===== src/sct_pkg.sv =====
// types, constants and byte classification shared by the tokenizer modules
package sct_pkg;

    // token kind codes
    localparam logic [3:0] KIND_WORD       = 4'd0;
    localparam logic [3:0] KIND_PIPE       = 4'd1;
    localparam logic [3:0] KIND_OR         = 4'd2;
    localparam logic [3:0] KIND_BACKGROUND = 4'd3;
    localparam logic [3:0] KIND_AND        = 4'd4;
    localparam logic [3:0] KIND_IN         = 4'd5;
    localparam logic [3:0] KIND_HEREDOC    = 4'd6;
    localparam logic [3:0] KIND_HERESTRING = 4'd7;
    localparam logic [3:0] KIND_OUT        = 4'd8;
    localparam logic [3:0] KIND_APPEND     = 4'd9;
    localparam logic [3:0] KIND_CLOBBER    = 4'd10;
    localparam logic [3:0] KIND_LPAREN     = 4'd11;
    localparam logic [3:0] KIND_RPAREN     = 4'd12;
    localparam logic [3:0] KIND_SEMICOLON  = 4'd13;

    // special bytes
    localparam logic [7:0] CH_SQUOTE = 8'h27;
    localparam logic [7:0] CH_DQUOTE = 8'h22;
    localparam logic [7:0] CH_PIPE   = 8'h7C;
    localparam logic [7:0] CH_AMP    = 8'h26;
    localparam logic [7:0] CH_LT     = 8'h3C;
    localparam logic [7:0] CH_GT     = 8'h3E;
    localparam logic [7:0] CH_LPAREN = 8'h28;
    localparam logic [7:0] CH_RPAREN = 8'h29;
    localparam logic [7:0] CH_SEMI   = 8'h3B;
    localparam logic [7:0] CH_SPACE  = 8'h20;
    localparam logic [7:0] CH_TAB    = 8'h09;
    localparam logic [7:0] CH_CR     = 8'h0D;

    // queue between front and back
    localparam int QDEPTH = 4;
    localparam int QPTR_W = $clog2(QDEPTH);
    localparam int QCNT_W = $clog2(QDEPTH + 1);

    // most results one byte can cause
    localparam int MAX_RES = 3;

    typedef struct packed {
        logic [7:0] ch;
        logic       line_end;
    } cmd_item_t;

    typedef struct packed {
        logic [7:0] text_byte;
        logic       has_byte;
        logic       token_end;
        logic [3:0] token_kind;
        logic       run_last;
    } token_item_t;

    // one result without its run marker
    typedef struct packed {
        logic [7:0] text_byte;
        logic       has_byte;
        logic       token_end;
        logic [3:0] token_kind;
    } res_t;

    // all results of one byte, oldest in slot 0
    typedef struct packed {
        logic [1:0]              count;
        res_t [MAX_RES-1:0]      res;
    } action_t;

    function automatic logic is_blank(input logic [7:0] c);
        return (c == CH_SPACE) || ((c >= CH_TAB) && (c <= CH_CR));
    endfunction

    function automatic logic is_quote(input logic [7:0] c);
        return (c == CH_SQUOTE) || (c == CH_DQUOTE);
    endfunction

    // kind of a one-byte operator, word kind if none
    function automatic logic [3:0] op_begin(input logic [7:0] c);
        logic [3:0] k;
        unique case (c)
            CH_PIPE:   k = KIND_PIPE;
            CH_AMP:    k = KIND_BACKGROUND;
            CH_LT:     k = KIND_IN;
            CH_GT:     k = KIND_OUT;
            CH_LPAREN: k = KIND_LPAREN;
            CH_RPAREN: k = KIND_RPAREN;
            CH_SEMI:   k = KIND_SEMICOLON;
            default:   k = KIND_WORD;
        endcase
        return k;
    endfunction

    // longer operator made by one more byte, word kind if none
    function automatic logic [3:0] op_grow(input logic [3:0] held, input logic [7:0] c);
        logic [3:0] k;
        k = KIND_WORD;
        if (held == KIND_PIPE && c == CH_PIPE)
            k = KIND_OR;
        else if (held == KIND_BACKGROUND && c == CH_AMP)
            k = KIND_AND;
        else if (held == KIND_IN && c == CH_LT)
            k = KIND_HEREDOC;
        else if (held == KIND_HEREDOC && c == CH_LT)
            k = KIND_HERESTRING;
        else if (held == KIND_OUT && c == CH_GT)
            k = KIND_APPEND;
        else if (held == KIND_OUT && c == CH_PIPE)
            k = KIND_CLOBBER;
        return k;
    endfunction

    function automatic res_t mk_res(input logic [7:0] b, input logic has,
                                    input logic fin, input logic [3:0] kind);
        res_t r;
        r.text_byte  = b;
        r.has_byte   = has;
        r.token_end  = fin;
        r.token_kind = kind;
        return r;
    endfunction

endpackage


===== src/sct_front.sv =====
// front end: scan state machine, turns each byte into a bundle of results
module sct_front
    import sct_pkg::*;
(
    input  logic      clk,
    input  logic      rst_n,
    input  logic      accept,
    input  cmd_item_t cmd,
    output logic      act_push,
    output action_t   act
);

    typedef enum logic [3:0] {
        S_IDLE  = 4'b0001,
        S_WORD  = 4'b0010,
        S_QUOTE = 4'b0100,
        S_OPER  = 4'b1000
    } scan_mode_t;

    scan_mode_t mode_reg, mode_next;
    logic [3:0] held_reg, held_next;
    logic       nonempty_reg, nonempty_next;

    logic [7:0] c;
    logic       blank, quote;
    logic [3:0] op, grown;
    logic       go_idle;
    logic [1:0] n;
    res_t [MAX_RES-1:0] res;

    assign c     = cmd.ch;
    assign blank = is_blank(c);
    assign quote = is_quote(c);
    assign op    = op_begin(c);
    assign grown = op_grow(held_reg, c);

    // next state and results of the current byte
    always_comb
    begin
        mode_next     = mode_reg;
        held_next     = held_reg;
        nonempty_next = nonempty_reg;
        go_idle       = 1'b0;
        n             = 2'd0;
        res           = '0;

        unique case (mode_reg)
            S_WORD:
            begin
                if (blank)
                begin
                    res[n] = mk_res(8'h00, 1'b0, 1'b1, KIND_WORD);
                    n = n + 2'd1;
                    nonempty_next = 1'b0;
                    mode_next = S_IDLE;
                end
                else if (quote)
                begin
                    mode_next = S_QUOTE;
                end
                else if (op != KIND_WORD)
                begin
                    if (nonempty_reg)
                    begin
                        res[n] = mk_res(8'h00, 1'b0, 1'b1, KIND_WORD);
                        n = n + 2'd1;
                    end
                    nonempty_next = 1'b0;
                    mode_next = S_OPER;
                    held_next = op;
                end
                else
                begin
                    res[n] = mk_res(c, 1'b1, 1'b0, KIND_WORD);
                    n = n + 2'd1;
                    nonempty_next = 1'b1;
                end
            end
            S_QUOTE:
            begin
                if (quote)
                begin
                    mode_next = S_WORD;
                end
                else
                begin
                    res[n] = mk_res(c, 1'b1, 1'b0, KIND_WORD);
                    n = n + 2'd1;
                    nonempty_next = 1'b1;
                end
            end
            S_OPER:
            begin
                if (grown != KIND_WORD)
                begin
                    held_next = grown;
                end
                else
                begin
                    res[n] = mk_res(8'h00, 1'b0, 1'b1, held_reg);
                    n = n + 2'd1;
                    held_next = KIND_WORD;
                    mode_next = S_IDLE;
                    go_idle = 1'b1;
                end
            end
            S_IDLE:
            begin
                go_idle = 1'b1;
            end
            default:
            begin
                mode_next = S_IDLE;
            end
        endcase

        // byte seen between tokens
        if (go_idle && !blank)
        begin
            if (quote)
            begin
                mode_next = S_QUOTE;
                nonempty_next = 1'b0;
            end
            else if (op != KIND_WORD)
            begin
                mode_next = S_OPER;
                held_next = op;
            end
            else
            begin
                mode_next = S_WORD;
                nonempty_next = 1'b1;
                res[n] = mk_res(c, 1'b1, 1'b0, KIND_WORD);
                n = n + 2'd1;
            end
        end

        // end of line flushes an open operator or a non-empty word
        if (cmd.line_end)
        begin
            if (mode_next == S_OPER)
            begin
                res[n] = mk_res(8'h00, 1'b0, 1'b1, held_next);
                n = n + 2'd1;
            end
            else if ((mode_next == S_WORD || mode_next == S_QUOTE) && nonempty_next)
            begin
                res[n] = mk_res(8'h00, 1'b0, 1'b1, KIND_WORD);
                n = n + 2'd1;
            end
            mode_next     = S_IDLE;
            held_next     = KIND_WORD;
            nonempty_next = 1'b0;
        end
    end

    assign act.count = n;
    assign act.res   = res;
    assign act_push  = accept && (n != 2'd0);

    // scan state
    always_ff @(posedge clk or negedge rst_n)
    begin
        if (!rst_n)
        begin
            mode_reg     <= S_IDLE;
            held_reg     <= KIND_WORD;
            nonempty_reg <= 1'b0;
        end
        else if (accept)
        begin
            mode_reg     <= mode_next;
            held_reg     <= held_next;
            nonempty_reg <= nonempty_next;
        end
    end

endmodule


===== src/sct_queue.sv =====
// short queue of result bundles between front and back
module sct_queue
    import sct_pkg::*;
(
    input  logic    clk,
    input  logic    rst_n,
    input  logic    q_push,
    input  action_t q_din,
    input  logic    q_pop,
    output logic    q_full,
    output logic    q_valid,
    output action_t q_head
);

    action_t             slot_reg [QDEPTH];
    logic [QPTR_W-1:0]   wr_ptr_reg, rd_ptr_reg;
    logic [QCNT_W-1:0]   cnt_reg, cnt_next;

    assign q_full  = (cnt_reg == QCNT_W'(QDEPTH));
    assign q_valid = (cnt_reg != '0);
    assign q_head  = slot_reg[rd_ptr_reg];

    // occupancy
    always_comb
    begin
        cnt_next = cnt_reg;
        if (q_push && !q_pop)
            cnt_next = cnt_reg + 1'b1;
        else if (q_pop && !q_push)
            cnt_next = cnt_reg - 1'b1;
    end

    // pointers and count
    always_ff @(posedge clk or negedge rst_n)
    begin
        if (!rst_n)
        begin
            wr_ptr_reg <= '0;
            rd_ptr_reg <= '0;
            cnt_reg    <= '0;
        end
        else
        begin
            if (q_push)
                wr_ptr_reg <= wr_ptr_reg + 1'b1;
            if (q_pop)
                rd_ptr_reg <= rd_ptr_reg + 1'b1;
            cnt_reg <= cnt_next;
        end
    end

    // storage
    always_ff @(posedge clk)
    begin
        if (q_push)
            slot_reg[wr_ptr_reg] <= q_din;
    end

endmodule


===== src/sct_back.sv =====
// back end: walks each bundle one result at a time into the output register
module sct_back
    import sct_pkg::*;
(
    input  logic        clk,
    input  logic        rst_n,
    input  logic        q_valid,
    input  action_t     q_head,
    output logic        q_pop,
    input  logic        pop,
    output logic        empty,
    output token_item_t token
);

    logic [1:0]  idx_reg;
    logic        out_valid_reg;
    token_item_t out_reg;
    logic        load, last_res;
    res_t        cur;

    assign cur      = q_head.res[idx_reg];
    assign last_res = (idx_reg == q_head.count - 2'd1);
    assign load     = q_valid && (!out_valid_reg || pop);
    assign q_pop    = load && last_res;
    assign empty    = !out_valid_reg;
    assign token    = out_reg;

    // result index and output valid
    always_ff @(posedge clk or negedge rst_n)
    begin
        if (!rst_n)
        begin
            idx_reg       <= '0;
            out_valid_reg <= 1'b0;
        end
        else
        begin
            if (load)
                idx_reg <= last_res ? 2'd0 : idx_reg + 2'd1;
            if (load)
                out_valid_reg <= 1'b1;
            else if (pop)
                out_valid_reg <= 1'b0;
        end
    end

    // output payload
    always_ff @(posedge clk)
    begin
        if (load)
        begin
            out_reg.text_byte  <= cur.text_byte;
            out_reg.has_byte   <= cur.has_byte;
            out_reg.token_end  <= cur.token_end;
            out_reg.token_kind <= cur.token_kind;
            out_reg.run_last   <= last_res;
        end
    end

endmodule


===== src/shell_command_tokenizer_core.sv =====
// top level of the shell command tokenizer
//
//  channel  | handshake       | transfer when        | payload
//  ---------+-----------------+----------------------+---------------------
//  command  | push / full     | push && !full        | cmd   (cmd_item_t)
//  tokens   | empty / pop     | pop && !empty        | token (token_item_t)
//
//  A byte is taken every cycle while the four-entry bundle queue has room.
//  Each byte yields zero to three results; the back end gives out one result
//  per cycle while pop keeps up, so bytes with several results drain one by one.
//  Each result passes the bundle queue, then the output register, to the token ports.
//  Reset clears the scan state, the queue and the output valid flag at once.
//  full rises only when the queue holds four bundles not yet fully given out.
module shell_command_tokenizer_core
    import sct_pkg::*;
(
    input  logic        clk,
    input  logic        rst_n,
    input  logic        push,
    output logic        full,
    input  cmd_item_t   cmd,
    output logic        empty,
    input  logic        pop,
    output token_item_t token
);

    logic    accept;
    logic    act_push;
    action_t act;
    logic    q_pop, q_valid;
    action_t q_head;

    assign accept = push && !full;

    // byte scanner
    sct_front u_front
    (
        .clk      (clk),
        .rst_n    (rst_n),
        .accept   (accept),
        .cmd      (cmd),
        .act_push (act_push),
        .act      (act)
    );

    // bundle queue
    sct_queue u_queue
    (
        .clk     (clk),
        .rst_n   (rst_n),
        .q_push  (act_push),
        .q_din   (act),
        .q_pop   (q_pop),
        .q_full  (full),
        .q_valid (q_valid),
        .q_head  (q_head)
    );

    // result sequencer
    sct_back u_back
    (
        .clk     (clk),
        .rst_n   (rst_n),
        .q_valid (q_valid),
        .q_head  (q_head),
        .q_pop   (q_pop),
        .pop     (pop),
        .empty   (empty),
        .token   (token)
    );

endmodule

===== config.mk =====
export PLATFORM = sky130hd
export DESIGN_NAME = shell_command_tokenizer_core
export DESIGN_NICKNAME = d
export VERILOG_FILES = /design/src/sct_pkg.sv /design/src/sct_front.sv /design/src/sct_queue.sv /design/src/sct_back.sv /design/src/shell_command_tokenizer_core.sv
export SDC_FILE = /design/constraint.sdc
export NUM_CORES = 1
export LEC_CHECK = 0
export BUFFER_PORTS_ARGS = -buffer_cell sky130_fd_sc_hd__buf_2
export CAP_MARGIN = 0
export CORE_ASPECT_RATIO = 0.9
export CORE_MARGIN = 1.5
export CORE_UTILIZATION = 56
export CTS_CLUSTER_DIAMETER = 80
export DETAILED_ROUTE_END_ITERATION = 12
export GPL_ROUTABILITY_DRIVEN = 0
export PLACE_DENSITY = 0.76
export SLEW_MARGIN = 5
export SYNTH_ARGS = -nofsm -noshare
export SYNTH_HDL_FRONTEND = slang
export SYNTH_SLANG_ARGS = --single-unit

===== constraint.sdc =====
create_clock -name clk -period 4.4 [get_ports clk]
set_input_delay 1.32 -clock clk [delete_from_list [all_inputs] [get_ports clk]]
set_output_delay 1.32 -clock clk [all_outputs]
set_load 0.005 [all_outputs]

# After elaboration in Yosys (flattened, before gate mapping)
# Memories as Yosys holds them, arrays and structs flattened.
# Index checks and enable logic that the tools add are counted.
totals:
  input_bits: 13
  reg_bits: 34
  ramBits: 176
  mem_count: 1
  wordCells: 166
mem_list:
  columns: ["memory", "depth", "width", "rd", "rd_ports_with_merged_regs", "wr", "line_no", "rtl"]
  rows:
  - ["u_queue.slot_reg", 4, 44, 1, 0, 1, "sct_queue.sv:15", "action_t slot_reg [QDEPTH];"]
op_classes:
  n_eq_ne: 24
  reduce_logical: 32
  bitwise: 3
  magnitude_cmp: 7
  addsub: 8
  n_mux: 78
ops:
  columns: ["operator", "n"]
  rows:
  - ["$mux 42", 6]
  - ["$mux 14", 7]
  - ["$mux 4", 23]
  - ["$bwmux 42", 2]
  - ["$eq 8x6->1 const B", 9]
  - ["$demux 14 s2", 2]
  - ["$pmux 14 s3", 1]
  - ["$and 39x39->39", 1]
  - ["$not 39->39", 1]
  - ["$bmux 14 s2", 1]
  - ["$pmux 4 s7", 1]
  - ["$mux 2", 9]
  - ["$logic_and 1x1->1", 17]
  - ["$mux 1", 17]
  - ["$eq 4x3->1 const B", 4]
  - ["$pmux 4 s4", 1]
  - ["$eq 4x2->1 const B", 3]
  - ["$eq 4x4->1 const B", 3]
  - ["$add 2x1->2 const B", 5]
  - ["$mux 5", 2]
  - ["$lt 2x3->1 const B", 3]
  - ["$eq 4x1->1 const B", 2]
  - ["$eq 8x7->1 const B", 1]
  - ["$ge 8x4->1 const B", 1]
  - ["17 further kinds", 30]

# Depth between registers and ports, before layout
depth:
  depth_word: 25
  depth_mapped: 20
  depth_no_buf: 18

# Cells and area by module
# A second synthesis with hierarchy kept.
unflattened:
  cells_unflattened: 592
  area_unflattened_um2: 9504.1
by_module_without_submodules:
  columns: ["mod", "area_per_inst_um2", "cells_per_inst", "seq_area_each_um2", "instances"]
  rows:
  - ["sct_queue", 6806.5, 264, 5460.2, 1]
  - ["sct_front", 1739.2, 242, 226.5, 1]
  - ["sct_back", 944.7, 85, 525.5, 1]
  - ["shell_command_tokenizer_core", 13.8, 1, 0.0, 1]

# Least setup slack after synthesis
# OpenSTA, ideal clock, no wires.
synth_timing:
  path_type: "input to register"
  start: "input port cmd[5] (netlist bit)"
  end: "memory u_queue.slot_reg[0][0] (netlist bit), enable pin"
  t_arrival_ns: 5.271
  slack_ns: -1.266
  cell_stages: 14
  setup_ns: 0.395
  path_cell_list: "buf_6 > or4b_4 > nor4_4 > nor3_1 > a221o_1 > a21boi_1 > inv_1 > ha_1 > nor4_1 > a211o_1 > ha_1 > nor2_1 > a211oi_4 > and2_1"
synth_between:
  elab_chain_cells: 23
synth_lines:
  columns: ["item", "line_no", "rtl"]
  rows:
  - ["from (decl)", "shell_command_tokenizer_core.sv:21", "input cmd_item_t cmd,"]
  - ["$eq 8x7->1", "sct_pkg.sv:80, sct_pkg.sv:97, sct_pkg.sv:107", null]
  - ["$logic_and 1x1->1", "sct_pkg.sv:107", "else if (held == KIND_OUT && c == CH_PIPE)"]
  - ["$mux 4", "sct_pkg.sv:107", null]
  - ["$mux 4", "sct_pkg.sv:105", "else if (held == KIND_OUT && c == CH_GT)"]
  - ["$mux 4", "sct_pkg.sv:103", "else if (held == KIND_HEREDOC && c == CH_LT)"]
  - ["$mux 4", "sct_pkg.sv:101", "else if (held == KIND_IN && c == CH_LT)"]
  - ["$mux 4", "sct_pkg.sv:99", "else if (held == KIND_BACKGROUND && c == CH_AMP)"]
  - ["$mux 4", "sct_pkg.sv:97", "if (held == KIND_PIPE && c == CH_PIPE)"]
  - ["(+8 left out)", null, null]
  - ["$mux 2", "sct_front.sv:147", "else if ((mode_next == S_WORD || mode_next == S_QUOTE) && nonempty_next)"]
  - ["$mux 2", "sct_front.sv:142", "if (mode_next == S_OPER)"]
  - ["$mux 2 (*)", "sct_front.sv:140", "if (cmd.line_end)"]
  - ["$reduce_bool 2->1 (*)", "sct_front.sv:160", "assign act_push = accept && (n != 2'd0);"]
  - ["$logic_and 1x1->1 (*)", "sct_front.sv:160", null]
  - ["named net act_push", "shell_command_tokenizer_core.sv:28", "logic act_push;"]
  - ["$mux 1 (*)", "sct_queue.sv:55", "if (q_push)"]
  - ["$mux 1 (implied by the code) (*)", "sct_queue.sv:56", "slot_reg[wr_ptr_reg] <= q_din;"]
  - ["to (decl)", "sct_queue.sv:15", null]
# The timed path passes the listed nets; every way through them passes the cells marked *.

# Worst setup path in the final report
layout_timing:
  start: "input port cmd[8] (netlist bit)"
  end: "memory u_queue.slot_reg[3][22] (netlist bit), enable pin"
# Same word-level chain as after synthesis.

==> results.yml <==
status:
  outcome: "finished with violations"
  violations: "negative setup slack"
drt:
  drtAntennaViolNets: 0
  drt-initial-drc-count: 618
  routedWlPerCell_um: 22.8
  drt-total-wl_mm: 19.4
  num_vias: 5217
  drc: 0
  vias_per_cell: 6.13
  first_pass_iters: 6
yosys:
  ys_warn_count: 0
  synth_cell_type_count: 68
  syn_nets: 539
  dominantRegCellSynth: "edfxtp_1"
  syn_area_per_cell_um2: 15.3
  netlist_instances: 516
  synth_async_sr_flop_share: 0.109
  ys_ff_latch: 174
  synth_seq_area_share: 0.651
  yosys-top-cells-count: "edfxtp_1, nor2_1, mux4_2, nand2_1, and2_1"
  yosys-top-cells-area: "edfxtp_1, mux4_2, dfrtp_1, mux2i_1, nor2_1"
  synth_top_area_cell: "edfxtp_1"
  synth_top_area_share: 0.591
  synth-edff-count: 155
  synth.cell_area_mm2: 0.00788
  synth.most_common_cell: "edfxtp_1"
placement:
  dpl-instance-area_mm2: 0.00893
  io_buffers: 29
  dp_hpwl_mm: 10.9
clock_network:
  clock_latency_ns: 0.44
  cts_num_sinks: 174
  clk_pin_slew_ns: 0.06
  holdBufCountCts: 0
  cts-buffers-inserted: 17
  cts_tree: "done"
  root_buffer: "clkbuf_16"
  cts_max_path_buffers: 2
  cts.htree.levels: 4
timing:
  max_freq_mhz: 211
  fin_crit_ns: 4.74
  rsz0062_at_grt: "yes"
  slew_viol_final: 0
  maxSlewHeadroom: 0.295
  hold_viol_final: 0
  worst_pin_slew_ns: 1.05
  fin_skew_ns: 0.0144
  setup_ws_ns: -0.344
  tns_ns: -38.21
  min_period_over_period: 1.08
  setup_viol: 175
hold_path:
  hold_path.startpoint: "u_queue.cnt_reg[2]$_DFFE_PN0P_"
  min_path_type: "flip-flop to flip-flop"
  hold_end: "u_queue.cnt_reg[2]$_DFFE_PN0P_"
  min_path_cells: 1
pwr:
  power_density_mw_per_mm2: 687
  ir_drop_v: 0.000452
  leakage_nw: 3.78
  p_total_w: 0.00700
global_route:
  first_global_vias: 5064
  antenna_found_initial: 0
  grt_pass1_wl_mm: 28.2
  groute.usage.overall: 0.264
  grt_max_degree: 36
  overflow: 0
die:
  initial_utilization: 0.581
  core_area_mm2: 0.0136
  die_h_um: 116
  die_w_um: 128
  dieArea_mm2: 0.0148
  rows: 40
  io_pins: 30
finish:
  largest_reg_flops: 140
  area_growth_pct: 29.5
  drive_gt1_frac: 0.408
  n_antenna_cell: 0
  postLayoutCellArea_mm2: 0.0102
  nFillCells: 788
  nets: 672
critical_path:
  cp.buffers_inverters: 6
  reg2reg_slack_ns: 0.23
  end_kind: "flip-flop"
  crit_type: "primary input to flip-flop"
  cp-start-kind: "primary input"
  cp_top_family: "compound AO/OA/AOI/OAI gates"
  worstPathArrival_ns: 4.90
  cp_slowest_cell: "or4b_4"
  crit_chain: "buf_6 > or4b_4 > nor4_4 > nor3_2 > a221o_1 > a21boi_2 > inv_2 > ha_4 > a221oi_2 > a211o_1 > ha_4 > nor2_4 > a211oi_4 > buf_4 > buf_6 > and2_4 > buf_4 > clkbuf_16"
  critPathLaunch: "cmd[8]"
  r2r-end: "u_queue.slot_reg[3][22]$_DFFE_PP_"
  crit_cells: 18
  critPathMaxFanout: 8
  r2r_cells: 18
  critPathRequiredTime_ns: 4.56
  crit_path_max_incr_delay_ns: 0.55
  reg2reg_from: "u_front.held_reg[1]$_DFFE_PN0P_"
run:
  drv_cap: 0
==> through the flow <==
step | instances | util | setup WS (ns) | hold WS, ns
CTS | 829 | 0.721 | -0.333 | 0.489
detailed placement | 790 | 0.659 | -0.779 | 0.479
finish | 851 | 0.752 | -0.344 | 0.484
global route | 851 | 0.752 | -0.567 | 0.536
global placement | 790 | 0.659 | -0.661 | 0.471
floorplan | 516 | - | -0.803 | 0.453
==> report_power, final <==
part	internal (W)	total, W	switching (W)
sequential	0.00241	0.00257	0.000158
combinational	0.00149	0.00294	0.00145
clock	0.000841	0.00150	0.000655
total	0.00474	0.00700	0.00226
==> layer usage <==
layer / track usage / vias to the layer above / part of all wire
met5: 0 / - / 0
met4: 0.0839 / 0 / 0.022
met3: 0.0577 / 46 / 0.079
met2: 0.443 / 299 / 0.50
met1: 0.351 / 2594 / 0.40
li1: - / 2278 / -
==> how the worst max path moves through the flow <==
stage                                        end
3_3_place_gp      u_queue.cnt_reg[2]$_DFFE_PN0P_
2_1_floorplan     u_queue.cnt_reg[2]$_DFFE_PN0P_
5_1_grt           u_queue.cnt_reg[2]$_DFFE_PN0P_
4_1_cts           u_queue.cnt_reg[2]$_DFFE_PN0P_
6_report       u_queue.slot_reg[3][22]$_DFFE_PP_
3_5_place_dp      u_queue.cnt_reg[2]$_DFFE_PN0P_
==> placed cells by master (no fill, tap or decap), types with 4 or more instances in the layout <==
cell type / n
xor2_1: 4
inv_6: 4
nor2_1: 34
buf_16: 7
and3_1: 4
o22ai_1: 9
nor2b_1: 4
a21oi_1: 10
mux4_2: 35
inv_1: 16
and2_4: 19
mux2i_1: 16
nand3_1: 12
buf_4: 81
buf_12: 7
edfxtp_1: 155
nor4_1: 5
ha_1: 5
xnor2_1: 8
nand2_1: 30
o211ai_1: 4
buf_6: 8
buf_2: 27
clkbuf_16: 25
nor2_4: 7
o21ai_0: 16
dfrtp_1: 17
==> what timing repair did <==
item,CTS,global route
buffers inserted,0,15
gates cloned,7,9
gates resized for setup,15,39
pin swaps,1,6
setup endpoints to repair,190,231
==> kinds of logic (layout without fill, tap and decap cells) <==
| group | after synthesis | count (layout) | share of synthesized area |
|---|---|---|---|
| adder cells (fa/ha/maj) | 10 | 10 | 0.0168 |
| XOR/XNOR | 12 | 12 | 0.0133 |
| flip-flops | 174 | 174 | 0.651 |
| AO/OA/AOI/OAI | 67 | 67 | 0.0626 |
| AND/OR/NAND/NOR | 156 | 156 | 0.110 |
| multiplexers | 53 | 53 | 0.124 |
| buffers and inverters | 44 | 190 | 0.0227 |
==> final cells by class <==
cell class                      instances  area (um^2)  share of cell area
Sequential cell                       174         5130               0.503
Multi-Input combinational cell        298         2820               0.276
Timing Repair Buffer                  138         1370               0.134
Clock buffer                           20          437              0.0428
Tap cell                              189          236              0.0232
Clock inverter                         12          134              0.0131
Inverter                               20         77.6             0.00760
Power figures use the tool's default switching activity.
